--- src/rtl/pic_pkg.sv ---
// ----------------------------------------------------------------------------
// pic_pkg
// Shared types and constants of the permutation inverter and checker.
// ----------------------------------------------------------------------------
package pic_pkg;

  // Width of one incoming permutation entry.
  localparam int unsigned ENTRY_W = 32;

  // Width of the slot and inverse value fields of a result.
  localparam int unsigned SLOT_W = 6;

  // Depths of the queue between front and back and of the result queue.
  localparam int unsigned CMD_DEPTH = 2;
  localparam int unsigned OUT_DEPTH = 2;
  localparam int unsigned OUT_CNT_W = $clog2(OUT_DEPTH + 1);

  // One classified entry, handed from the front to the back.
  typedef struct packed {
    logic [SLOT_W-1:0] idx;       // low bits of the entry value
    logic              over;      // position is past the maximum length
    logic              oor;       // value negative or not below the maximum length
    logic              ident_ok;  // value equals its position
    logic              last;      // final entry of the permutation
  } cmd_t;

  // One result item.
  typedef struct packed {
    logic [SLOT_W-1:0] inverse_value;
    logic [SLOT_W-1:0] slot;
    logic              end_of_run;
    logic              is_valid;
    logic              is_identity;
  } res_t;

  // Back end sequencer states.
  typedef enum logic [2:0] {
    ST_LOAD  = 3'b001,
    ST_CHECK = 3'b010,
    ST_DRAIN = 3'b100
  } back_state_t;

endpackage

--- src/rtl/pic_fifo.sv ---
// ----------------------------------------------------------------------------
// pic_fifo
// Small register queue with push/full and pop/empty sides and a fill count.
// ----------------------------------------------------------------------------
module pic_fifo #(
  parameter int unsigned W     = 8,
  parameter int unsigned DEPTH = 2
) (
  input  logic                         clk,
  input  logic                         rst_n,
  input  logic                         wr_en,
  input  logic [W-1:0]                 wr_data,
  output logic                         full,
  input  logic                         rd_en,
  output logic [W-1:0]                 rd_data,
  output logic                         empty,
  output logic [$clog2(DEPTH+1)-1:0]   count
);

  localparam int unsigned PTR_W = $clog2(DEPTH);
  localparam int unsigned CNT_W = $clog2(DEPTH + 1);

  logic [W-1:0]     mem_r [DEPTH];
  logic [PTR_W-1:0] wr_ptr_r, wr_ptr_nxt;
  logic [PTR_W-1:0] rd_ptr_r, rd_ptr_nxt;
  logic [CNT_W-1:0] cnt_r, cnt_nxt;
  logic             do_wr, do_rd;

  assign full    = (cnt_r == CNT_W'(DEPTH));
  assign empty   = (cnt_r == '0);
  assign count   = cnt_r;
  assign rd_data = mem_r[rd_ptr_r];
  assign do_wr   = wr_en && !full;
  assign do_rd   = rd_en && !empty;

  always_comb begin
    wr_ptr_nxt = wr_ptr_r;
    rd_ptr_nxt = rd_ptr_r;
    cnt_nxt    = cnt_r;
    if (do_wr) begin
      wr_ptr_nxt = (wr_ptr_r == PTR_W'(DEPTH - 1)) ? '0 : wr_ptr_r + 1'b1;
    end
    if (do_rd) begin
      rd_ptr_nxt = (rd_ptr_r == PTR_W'(DEPTH - 1)) ? '0 : rd_ptr_r + 1'b1;
    end
    if (do_wr && !do_rd) begin
      cnt_nxt = cnt_r + 1'b1;
    end else if (do_rd && !do_wr) begin
      cnt_nxt = cnt_r - 1'b1;
    end
  end

  always_ff @(posedge clk) begin
    if (!rst_n) begin
      wr_ptr_r <= '0;
      rd_ptr_r <= '0;
      cnt_r    <= '0;
    end else begin
      wr_ptr_r <= wr_ptr_nxt;
      rd_ptr_r <= rd_ptr_nxt;
      cnt_r    <= cnt_nxt;
    end
  end

  always_ff @(posedge clk) begin
    if (do_wr) begin
      mem_r[wr_ptr_r] <= wr_data;
    end
  end

endmodule

--- src/rtl/pic_front.sv ---
// ----------------------------------------------------------------------------
// pic_front
// Accepts entries, tracks their position and classifies each one.
// ----------------------------------------------------------------------------
module pic_front #(
  parameter int unsigned MAX_LEN = 64
) (
  input  logic                              clk,
  input  logic                              rst_n,
  input  logic                              in_push,
  input  logic                              q_full,
  input  logic signed [pic_pkg::ENTRY_W-1:0] in_entry_value,
  input  logic                              in_last_entry,
  output logic                              q_wr,
  output pic_pkg::cmd_t                     q_cmd
);

  localparam int unsigned CNT_W = $clog2(MAX_LEN + 1);

  logic [CNT_W-1:0]            pos_r, pos_nxt;
  logic [pic_pkg::ENTRY_W-1:0] raw;
  logic                        neg;
  logic                        over;

  assign raw  = $unsigned(in_entry_value);
  assign neg  = raw[pic_pkg::ENTRY_W-1];
  assign over = (pos_r >= CNT_W'(MAX_LEN));
  assign q_wr = in_push && !q_full;

  always_comb begin
    q_cmd.idx      = raw[pic_pkg::SLOT_W-1:0];
    q_cmd.over     = over;
    q_cmd.oor      = neg || (raw >= pic_pkg::ENTRY_W'(MAX_LEN));
    q_cmd.ident_ok = !neg && (raw == pic_pkg::ENTRY_W'(pos_r));
    q_cmd.last     = in_last_entry;
  end

  // The position saturates at the maximum length and restarts after the last entry.
  always_comb begin
    pos_nxt = pos_r;
    if (q_wr) begin
      if (in_last_entry) begin
        pos_nxt = '0;
      end else if (!over) begin
        pos_nxt = pos_r + 1'b1;
      end
    end
  end

  always_ff @(posedge clk) begin
    if (!rst_n) begin
      pos_r <= '0;
    end else begin
      pos_r <= pos_nxt;
    end
  end

endmodule

--- src/rtl/pic_back.sv ---
// ----------------------------------------------------------------------------
// pic_back
// Applies classified entries to the seen map and inverse table, then checks
// the run and drains the inverse into the result queue one slot per cycle while it has room.
// ----------------------------------------------------------------------------
module pic_back #(
  parameter int unsigned MAX_LEN = 64
) (
  input  logic                          clk,
  input  logic                          rst_n,
  input  logic                          q_empty,
  input  pic_pkg::cmd_t                 q_cmd,
  output logic                          q_rd,
  input  logic [pic_pkg::OUT_CNT_W-1:0] out_cnt,
  input  logic                          out_pop_fire,
  output logic                          out_wr,
  output pic_pkg::res_t                 out_res
);

  localparam int unsigned IDX_W = $clog2(MAX_LEN);
  localparam int unsigned CNT_W = $clog2(MAX_LEN + 1);
  localparam int unsigned OCC_W = pic_pkg::OUT_CNT_W + 1;

  pic_pkg::back_state_t state_r, state_nxt;

  logic [MAX_LEN-1:0] seen_r, seen_nxt;
  logic [CNT_W-1:0]   count_r, count_nxt;
  logic               bad_r, bad_nxt;
  logic               ident_r, ident_nxt;
  logic [CNT_W-1:0]   slot_r, slot_nxt;
  logic               valid_r, valid_nxt;
  logic               run_ident_r, run_ident_nxt;

  // Read stage of the drain.
  logic               rd_v_r;
  logic               rd_seen_r;
  logic [CNT_W-1:0]   rd_slot_r;
  logic               rd_end_r;
  logic [IDX_W-1:0]   rd_data_r;

  logic [IDX_W-1:0]   inv_mem [MAX_LEN];

  logic [IDX_W-1:0]   idx;
  logic               mem_we;
  logic [MAX_LEN-1:0] need_mask;
  logic [OCC_W-1:0]   occ;
  logic               issue;
  logic               issue_last;

  assign idx       = q_cmd.idx[IDX_W-1:0];
  assign need_mask = ~({MAX_LEN{1'b1}} << count_r);
  assign occ       = OCC_W'(out_cnt) + OCC_W'(rd_v_r) - OCC_W'(out_pop_fire);
  assign issue     = (state_r == pic_pkg::ST_DRAIN) && (occ < OCC_W'(pic_pkg::OUT_DEPTH));
  assign issue_last = (slot_r + 1'b1 == count_r);
  assign q_rd      = (state_r == pic_pkg::ST_LOAD) && !q_empty;
  assign mem_we    = q_rd && !q_cmd.over && !q_cmd.oor && !seen_r[idx];

  always_comb begin
    state_nxt     = state_r;
    seen_nxt      = seen_r;
    count_nxt     = count_r;
    bad_nxt       = bad_r;
    ident_nxt     = ident_r;
    slot_nxt      = slot_r;
    valid_nxt     = valid_r;
    run_ident_nxt = run_ident_r;
    case (state_r)
      pic_pkg::ST_LOAD: begin
        if (q_rd) begin
          if (q_cmd.over) begin
            bad_nxt   = 1'b1;
            ident_nxt = 1'b0;
          end else begin
            if (!q_cmd.ident_ok) begin
              ident_nxt = 1'b0;
            end
            if (q_cmd.oor || seen_r[idx]) begin
              bad_nxt = 1'b1;
            end else begin
              seen_nxt[idx] = 1'b1;
            end
            count_nxt = count_r + 1'b1;
          end
          if (q_cmd.last) begin
            state_nxt = pic_pkg::ST_CHECK;
          end
        end
      end
      pic_pkg::ST_CHECK: begin
        // Valid only if no entry was rejected and every slot below the count is filled.
        valid_nxt     = !bad_r && ((seen_r & need_mask) == need_mask);
        run_ident_nxt = !bad_r && ((seen_r & need_mask) == need_mask) && ident_r;
        slot_nxt      = '0;
        state_nxt     = pic_pkg::ST_DRAIN;
      end
      pic_pkg::ST_DRAIN: begin
        if (issue) begin
          slot_nxt = slot_r + 1'b1;
          if (issue_last) begin
            seen_nxt  = '0;
            count_nxt = '0;
            bad_nxt   = 1'b0;
            ident_nxt = 1'b1;
            state_nxt = pic_pkg::ST_LOAD;
          end
        end
      end
      default: begin
        state_nxt = pic_pkg::ST_LOAD;
      end
    endcase
  end

  always_ff @(posedge clk) begin
    if (!rst_n) begin
      state_r     <= pic_pkg::ST_LOAD;
      seen_r      <= '0;
      count_r     <= '0;
      bad_r       <= 1'b0;
      ident_r     <= 1'b1;
      slot_r      <= '0;
      valid_r     <= 1'b0;
      run_ident_r <= 1'b0;
      rd_v_r      <= 1'b0;
    end else begin
      state_r     <= state_nxt;
      seen_r      <= seen_nxt;
      count_r     <= count_nxt;
      bad_r       <= bad_nxt;
      ident_r     <= ident_nxt;
      slot_r      <= slot_nxt;
      valid_r     <= valid_nxt;
      run_ident_r <= run_ident_nxt;
      rd_v_r      <= issue;
    end
  end

  always_ff @(posedge clk) begin
    if (issue) begin
      rd_seen_r <= seen_r[slot_r[IDX_W-1:0]];
      rd_slot_r <= slot_r;
      rd_end_r  <= issue_last;
    end
  end

  always_ff @(posedge clk) begin
    if (mem_we) begin
      inv_mem[idx] <= count_r[IDX_W-1:0];
    end
  end

  always_ff @(posedge clk) begin
    if (issue) begin
      rd_data_r <= inv_mem[slot_r[IDX_W-1:0]];
    end
  end

  assign out_wr = rd_v_r;

  always_comb begin
    out_res.inverse_value = rd_seen_r ? pic_pkg::SLOT_W'(rd_data_r) : '0;
    out_res.slot          = pic_pkg::SLOT_W'(rd_slot_r);
    out_res.end_of_run    = rd_end_r;
    out_res.is_valid      = valid_r;
    out_res.is_identity   = run_ident_r;
  end

endmodule

--- src/rtl/permutation_inverter_checker_core.sv ---
// ----------------------------------------------------------------------------
// permutation_inverter_checker_core
// Builds the inverse of a permutation streamed in one entry per item and
// reports whether it was a valid permutation and whether it was the identity.
// ----------------------------------------------------------------------------
//
//   Channel  Handshake        Payload
//   -------  ---------------  ---------------------------------------------
//   input    in_push/in_full  in_entry_value (s32), in_last_entry
//   result   out_pop/out_empty out_inverse_value, out_slot, out_end_of_run,
//                             out_is_valid, out_is_identity
//
// The front accepts one entry per cycle into a two-item queue while it is not
// full; the back takes one entry per cycle from it while loading and updates
// the seen map and inverse table. After the last entry the back runs the
// validity check in a state of its own, then reads the inverse table, which
// has a single read port, one slot per cycle while the result queue has room.
// Reset is synchronous and clears the seen map at once (it is held in
// flip-flops), so there is no clearing pass. Either side may stall freely:
// the entry queue and the two-item result queue decouple them.
// ----------------------------------------------------------------------------
module permutation_inverter_checker_core #(
  parameter int unsigned MAX_LEN = 64
) (
  input  logic                               clk,
  input  logic                               rst_n,
  input  logic                               in_push,
  output logic                               in_full,
  input  logic signed [pic_pkg::ENTRY_W-1:0] in_entry_value,
  input  logic                               in_last_entry,
  output logic                               out_empty,
  input  logic                               out_pop,
  output logic [pic_pkg::SLOT_W-1:0]         out_inverse_value,
  output logic [pic_pkg::SLOT_W-1:0]         out_slot,
  output logic                               out_end_of_run,
  output logic                               out_is_valid,
  output logic                               out_is_identity
);

  // Entry queue between front and back.
  logic          cmd_wr;
  pic_pkg::cmd_t cmd_in;
  pic_pkg::cmd_t cmd_out;
  logic          cmd_rd;
  logic          cmd_empty;

  // Result queue after the back.
  logic                          res_wr;
  pic_pkg::res_t                 res_in;
  pic_pkg::res_t                 res_out;
  logic                          res_full;
  logic [pic_pkg::OUT_CNT_W-1:0] res_cnt;
  logic                          pop_fire;

  assign pop_fire = out_pop && !out_empty;

  // The front classifies each entry by its position; the seen map and run flags that decide validity live in the back.
  pic_front #(
    .MAX_LEN (MAX_LEN)
  ) u_front (
    .clk            (clk),
    .rst_n          (rst_n),
    .in_push        (in_push),
    .q_full         (in_full),
    .in_entry_value (in_entry_value),
    .in_last_entry  (in_last_entry),
    .q_wr           (cmd_wr),
    .q_cmd          (cmd_in)
  );

  pic_fifo #(
    .W     ($bits(pic_pkg::cmd_t)),
    .DEPTH (pic_pkg::CMD_DEPTH)
  ) u_cmd_q (
    .clk     (clk),
    .rst_n   (rst_n),
    .wr_en   (cmd_wr),
    .wr_data (cmd_in),
    .full    (in_full),
    .rd_en   (cmd_rd),
    .rd_data (cmd_out),
    .empty   (cmd_empty),
    .count   ()
  );

  // The back issues a table read only when the result queue is sure to have
  // room for it, counting the read already in flight.
  pic_back #(
    .MAX_LEN (MAX_LEN)
  ) u_back (
    .clk          (clk),
    .rst_n        (rst_n),
    .q_empty      (cmd_empty),
    .q_cmd        (cmd_out),
    .q_rd         (cmd_rd),
    .out_cnt      (res_cnt),
    .out_pop_fire (pop_fire),
    .out_wr       (res_wr),
    .out_res      (res_in)
  );

  pic_fifo #(
    .W     ($bits(pic_pkg::res_t)),
    .DEPTH (pic_pkg::OUT_DEPTH)
  ) u_res_q (
    .clk     (clk),
    .rst_n   (rst_n),
    .wr_en   (res_wr),
    .wr_data (res_in),
    .full    (res_full),
    .rd_en   (out_pop),
    .rd_data (res_out),
    .empty   (out_empty),
    .count   (res_cnt)
  );

  assign out_inverse_value = res_out.inverse_value;
  assign out_slot          = res_out.slot;
  assign out_end_of_run    = res_out.end_of_run;
  assign out_is_valid      = res_out.is_valid;
  assign out_is_identity   = res_out.is_identity;

  // The read-ahead credit must never let a result arrive at a full queue
  // unless a pop frees a place in the same cycle.
  a_no_res_overflow: assert property (@(posedge clk) disable iff (!rst_n)
    res_wr |-> (!res_full || pop_fire))
    else $error("result written into a full result queue");

  // An identity run is always a valid one.
  a_ident_valid: assert property (@(posedge clk) disable iff (!rst_n)
    (!out_empty && out_is_identity) |-> out_is_valid)
    else $error("identity flagged on an invalid permutation");

  // The inverse of the identity maps every slot to itself.
  a_ident_value: assert property (@(posedge clk) disable iff (!rst_n)
    (!out_empty && out_is_identity) |-> (out_inverse_value == out_slot))
    else $error("identity run with an inverse entry different from its slot");

endmodule

--- config.mk ---
export PLATFORM = sky130hd
export DESIGN_NAME = permutation_inverter_checker_core
export DESIGN_NICKNAME = d
export VERILOG_FILES = /design/src/rtl/pic_pkg.sv /design/src/rtl/pic_fifo.sv /design/src/rtl/pic_front.sv /design/src/rtl/pic_back.sv /design/src/rtl/permutation_inverter_checker_core.sv
export SDC_FILE = /design/constraint.sdc
export NUM_CORES = 1
export LEC_CHECK = 0
export ABC_AREA = 1
export BUFFER_PORTS_ARGS = -buffer_cell sky130_fd_sc_hd__buf_2
export CAP_MARGIN = 5
export CORE_ASPECT_RATIO = 2
export CORE_UTILIZATION = 33
export DETAILED_ROUTE_END_ITERATION = 16
export PLACE_DENSITY_LB_ADDON = 0.12
export SLEW_MARGIN = 20
export SYNTH_ARGS = -nofsm -noshare
export SYNTH_HDL_FRONTEND = slang
export SYNTH_SLANG_ARGS = --single-unit
--- constraint.sdc ---
create_clock -name clk -period 4.4 [get_ports clk]
set_input_delay 0.88 -clock clk [delete_from_list [all_inputs] [get_ports clk]]
set_output_delay 0.88 -clock clk [all_outputs]
set_load 0.05 [all_outputs]
==> flow_metrics.py <==
metrics = {
    "cts": {
        "clock_sinks": 551,
        "clk_pin_slew_ns": 0.07,
        "clk-insertion-delay-late_ns": 0.62,
        "cts_inserted_buffers": 53,
        "cts.htree.levels": 2,
        "post_cts_buffers": 0,
        "cts_tree": "built",
        "postCtsHoldBufs": 0,
        "clockBufferDepth": 3,
        "clockRootBuffer": "clkbuf_16",
        "cts_resized": 0,
    },
    "sta": {
        "setup_tns_ns": 0,
        "finalHoldViolCount": 0,
        "timing.final.max_slew_violations": 0,
        "worst_slew_pin_slew_ns": 1.13,
        "finalCriticalPeriod_ns": 3.69,
        "timing.fmax_mhz": 271,
        "slew_headroom": 0.246,
        "fin_crit_sh": 0.838,
        "rsz0062_at_grt": "no",
        "skew_ns": 0.0223,
        "finalSetupViolations": 0,
        "holdWs_ns": 0.450,
    },
    "worst_hold_path": {
        "min-delay-path-class": "flop to flop",
    },
    "pwr": {
        "p_clk_frac": 0.310,
        "pwr-share-comb": 0.281,
        "power_frac_seq": 0.408,
        "power_leakage_nw": 9.43,
        "p_int_mw": 9.32,
        "power.density_nw_per_um2": 526,
        "switchingPower_mw": 5.45,
        "ir_worst_vdd_uv": 345,
        "sw_frac_of_total": 0.369,
    },
    "global_routing": {
        "grt.overflow.total": 0,
        "antenna_found_initial": 0,
        "grt_pass1_wl_um": 125000,
        "grt_max_degree": 115,
        "grt_pass1_vias": 18885,
        "grt.total_usage": 0.224,
    },
    "logic_synthesis": {
        "syn-num-nets": 2473,
        "synthTopCellsByCount": "edfxtp_1, nor2_1, o21ai_0",
        "synth_top_cell_by_area": "edfxtp_1",
        "synthesis.area_um2": 24900,
        "synth.distinct_cells": 58,
        "synth.yosys.warnings": 0,
        "synthFlopType": "edfxtp_1",
        "yosysSeqAreaShare": 0.624,
        "syn_inst": 2423,
        "synth.most_common_cell": "edfxtp_1",
        "synthArstFlopShare": 0,
        "synth_edf_count": 448,
        "avgSynthCellArea_um2": 10.3,
        "synth_seq_cells": 551,
        "synth_top_area_frac": 0.541,
        "synthTopCellsByArea": "edfxtp_1, dfxtp_1, o21ai_0, nor2_1, nand2_1",
    },
    "setup_path": {
        "critical_path_class": "flop to flop",
        "worst-path-max-fanout": 28,
        "worstPathArrival_ns": 3.92,
        "start_kind": "flop",
        "worstPathRequired_ns": 4.63,
        "cp-end-kind": "flop",
    },
    "layout": {
        "syn2layout_area_growth_pct": 12.9,
        "layout-drive-gt1-share": 0.131,
        "fin_nets": 2511,
        "finalNonFillerCells": 3512,
        "stdcell_area_um2": 28100,
        "antenna_cells": 0,
        "fillers": 7463,
    },
    "route": {
        "drc": 0,
        "antenna_left": 0,
        "via_per_inst": 5.28,
        "num_vias": 18544,
        "post_drt_wl_per_cell_um": 24.4,
        "firstDrtPassIters": 8,
        "routed_wirelength_um": 85700,
        "drt_iter0_drc": 1399,
    },
    "die": {
        "core_area_um2": 74800,
        "initial_core_util": 0.333,
        "ios": 54,
        "dieArea_um2": 76600,
        "rows": 142,
        "chipWidth_um": 196,
        "die_y_um": 390,
    },
    "run": {
        "drv_cap": 0,
    },
    "place": {
        "dp_hpwl_um": 57700,
        "portBuffers": 53,
        "dp.cells": 3414,
        "finalWeightedCongestion": 0.986,
        "dpl_cell_area_um2": 26400,
    },
    "status": {
        "status": "completed",
    },
}
## power by group through the flow
stage	sequential, mW	clock (mW)	combinational, mW
floorplan	6.12	0	2.58
global placement	6.14	0	4.14
detailed placement	6.15	0	4.15
CTS	6.03	4.69	4.16
global route	6.05	4.84	4.43
finish	6.03	4.58	4.15
## logic make-up after synthesis
family                     Yosys count  share of synthesized area
and+or+nand+nor                    882                      0.162
xor gates and xnor gates            15                    0.00528
muxes                               16                    0.00719
DFF                                551                      0.624
adders and majority gates           13                    0.00684
AOI/OAI and AO/OA                  623                      0.140
buffers and inverters              323                     0.0557
## layout make-up
type	instances	area, µm²	share of cell area
flip-flops and latches	551	15500	0.553
repair buffers	142	1020	0.0363
clock buffers	66	1380	0.0489
inverters	164	621	0.0221
clock inverters	32	305	0.0109
multi-input cells	1549	7990	0.284
well taps	1008	1260	0.0449
## path summary, 6_finish.rpt
kind                            start               endpoint  slack, ns  depth (start not counted)
setup reg to reg                 flop  u_back.inv_mem[42][0]       0.71                         13
hold reg to reg   u_back.rd_slot_r[4]    u_res_q.mem_r[1][7]       0.45                          0
hold / removal    u_back.rd_slot_r[4]    u_res_q.mem_r[1][7]       0.45                          0
setup / recovery                 flop  u_back.inv_mem[42][0]       0.71                         13
## metrics by stage
stage | util | worst slack [ns] | power [mW]
2_1_floorplan | - | 0.693 | 8.69
3_3_place_gp | 0.353 | 0.647 | 10.3
3_5_place_dp | 0.353 | 0.609 | 10.3
4_1_cts | 0.376 | 0.594 | 14.9
5_1_grt | 0.376 | 0.512 | 15.3
6_report | 0.376 | 0.713 | 14.8
## state kept, by name, summed over array words and instances, names as in the netlist, 6 cells and up, named ones only
| name | count |
|---|---|
| u_back.inv_mem | 384 |
| u_back.seen_r | 64 |
| u_res_q.mem_r | 30 |
| u_cmd_q.mem_r | 20 |
| u_back.count_r | 7 |
| u_back.slot_r | 7 |
| u_front.pos_r | 7 |
| u_back.rd_data_r | 6 |
| u_back.rd_slot_r | 6 |
## placed cells by master, fill, tap and decap left out, types with 5 or more instances in the layout
cell	instances
edfxtp_1	448
nor2_1	378
o21ai_0	317
nand2_1	228
inv_1	156
a21oi_1	132
nand3_1	119
o22ai_1	108
dfxtp_1	94
buf_4	82
nor3_1	61
clkbuf_16	53
buf_2	53
nand3_2	32
o211ai_1	18
clkinv_1	18
mux2_2	15
nor3_2	14
clkbuf_1	13
o221ai_1	12
ha_1	12
xor2_1	11
nor4_1	11
nand4_1	9
a21oi_2	9
buf_12	7
dfxtp_2	7
nand2_2	6
a211oi_1	6
clkinv_2	6
inv_2	5
bufinv_16	5
## layer usage
metal,global-route usage,vias up,share of wire
met2,0.425,551,0.54
li1,-,8655,-
met1,0.225,9110,0.34
met4,0.160,0,0.078
met5,0,-,0
met3,0.0228,228,0.039
## worst max-delay path, cell delays in order (launching register included)
cell     delay, ns
dfxtp_1       0.39
inv_2         0.11
buf_4         0.20
nand2_1       0.09
nand2_2       0.13
nor2_1        0.27
nand3_1       0.15
nand2_1       0.06
o21ai_1       0.37
nand2_1       0.17
nor2_4        0.19
nand4_4       0.17
buf_12        0.22
nor3_1        0.78
Note: power is estimated with default switching activity, not from simulation.
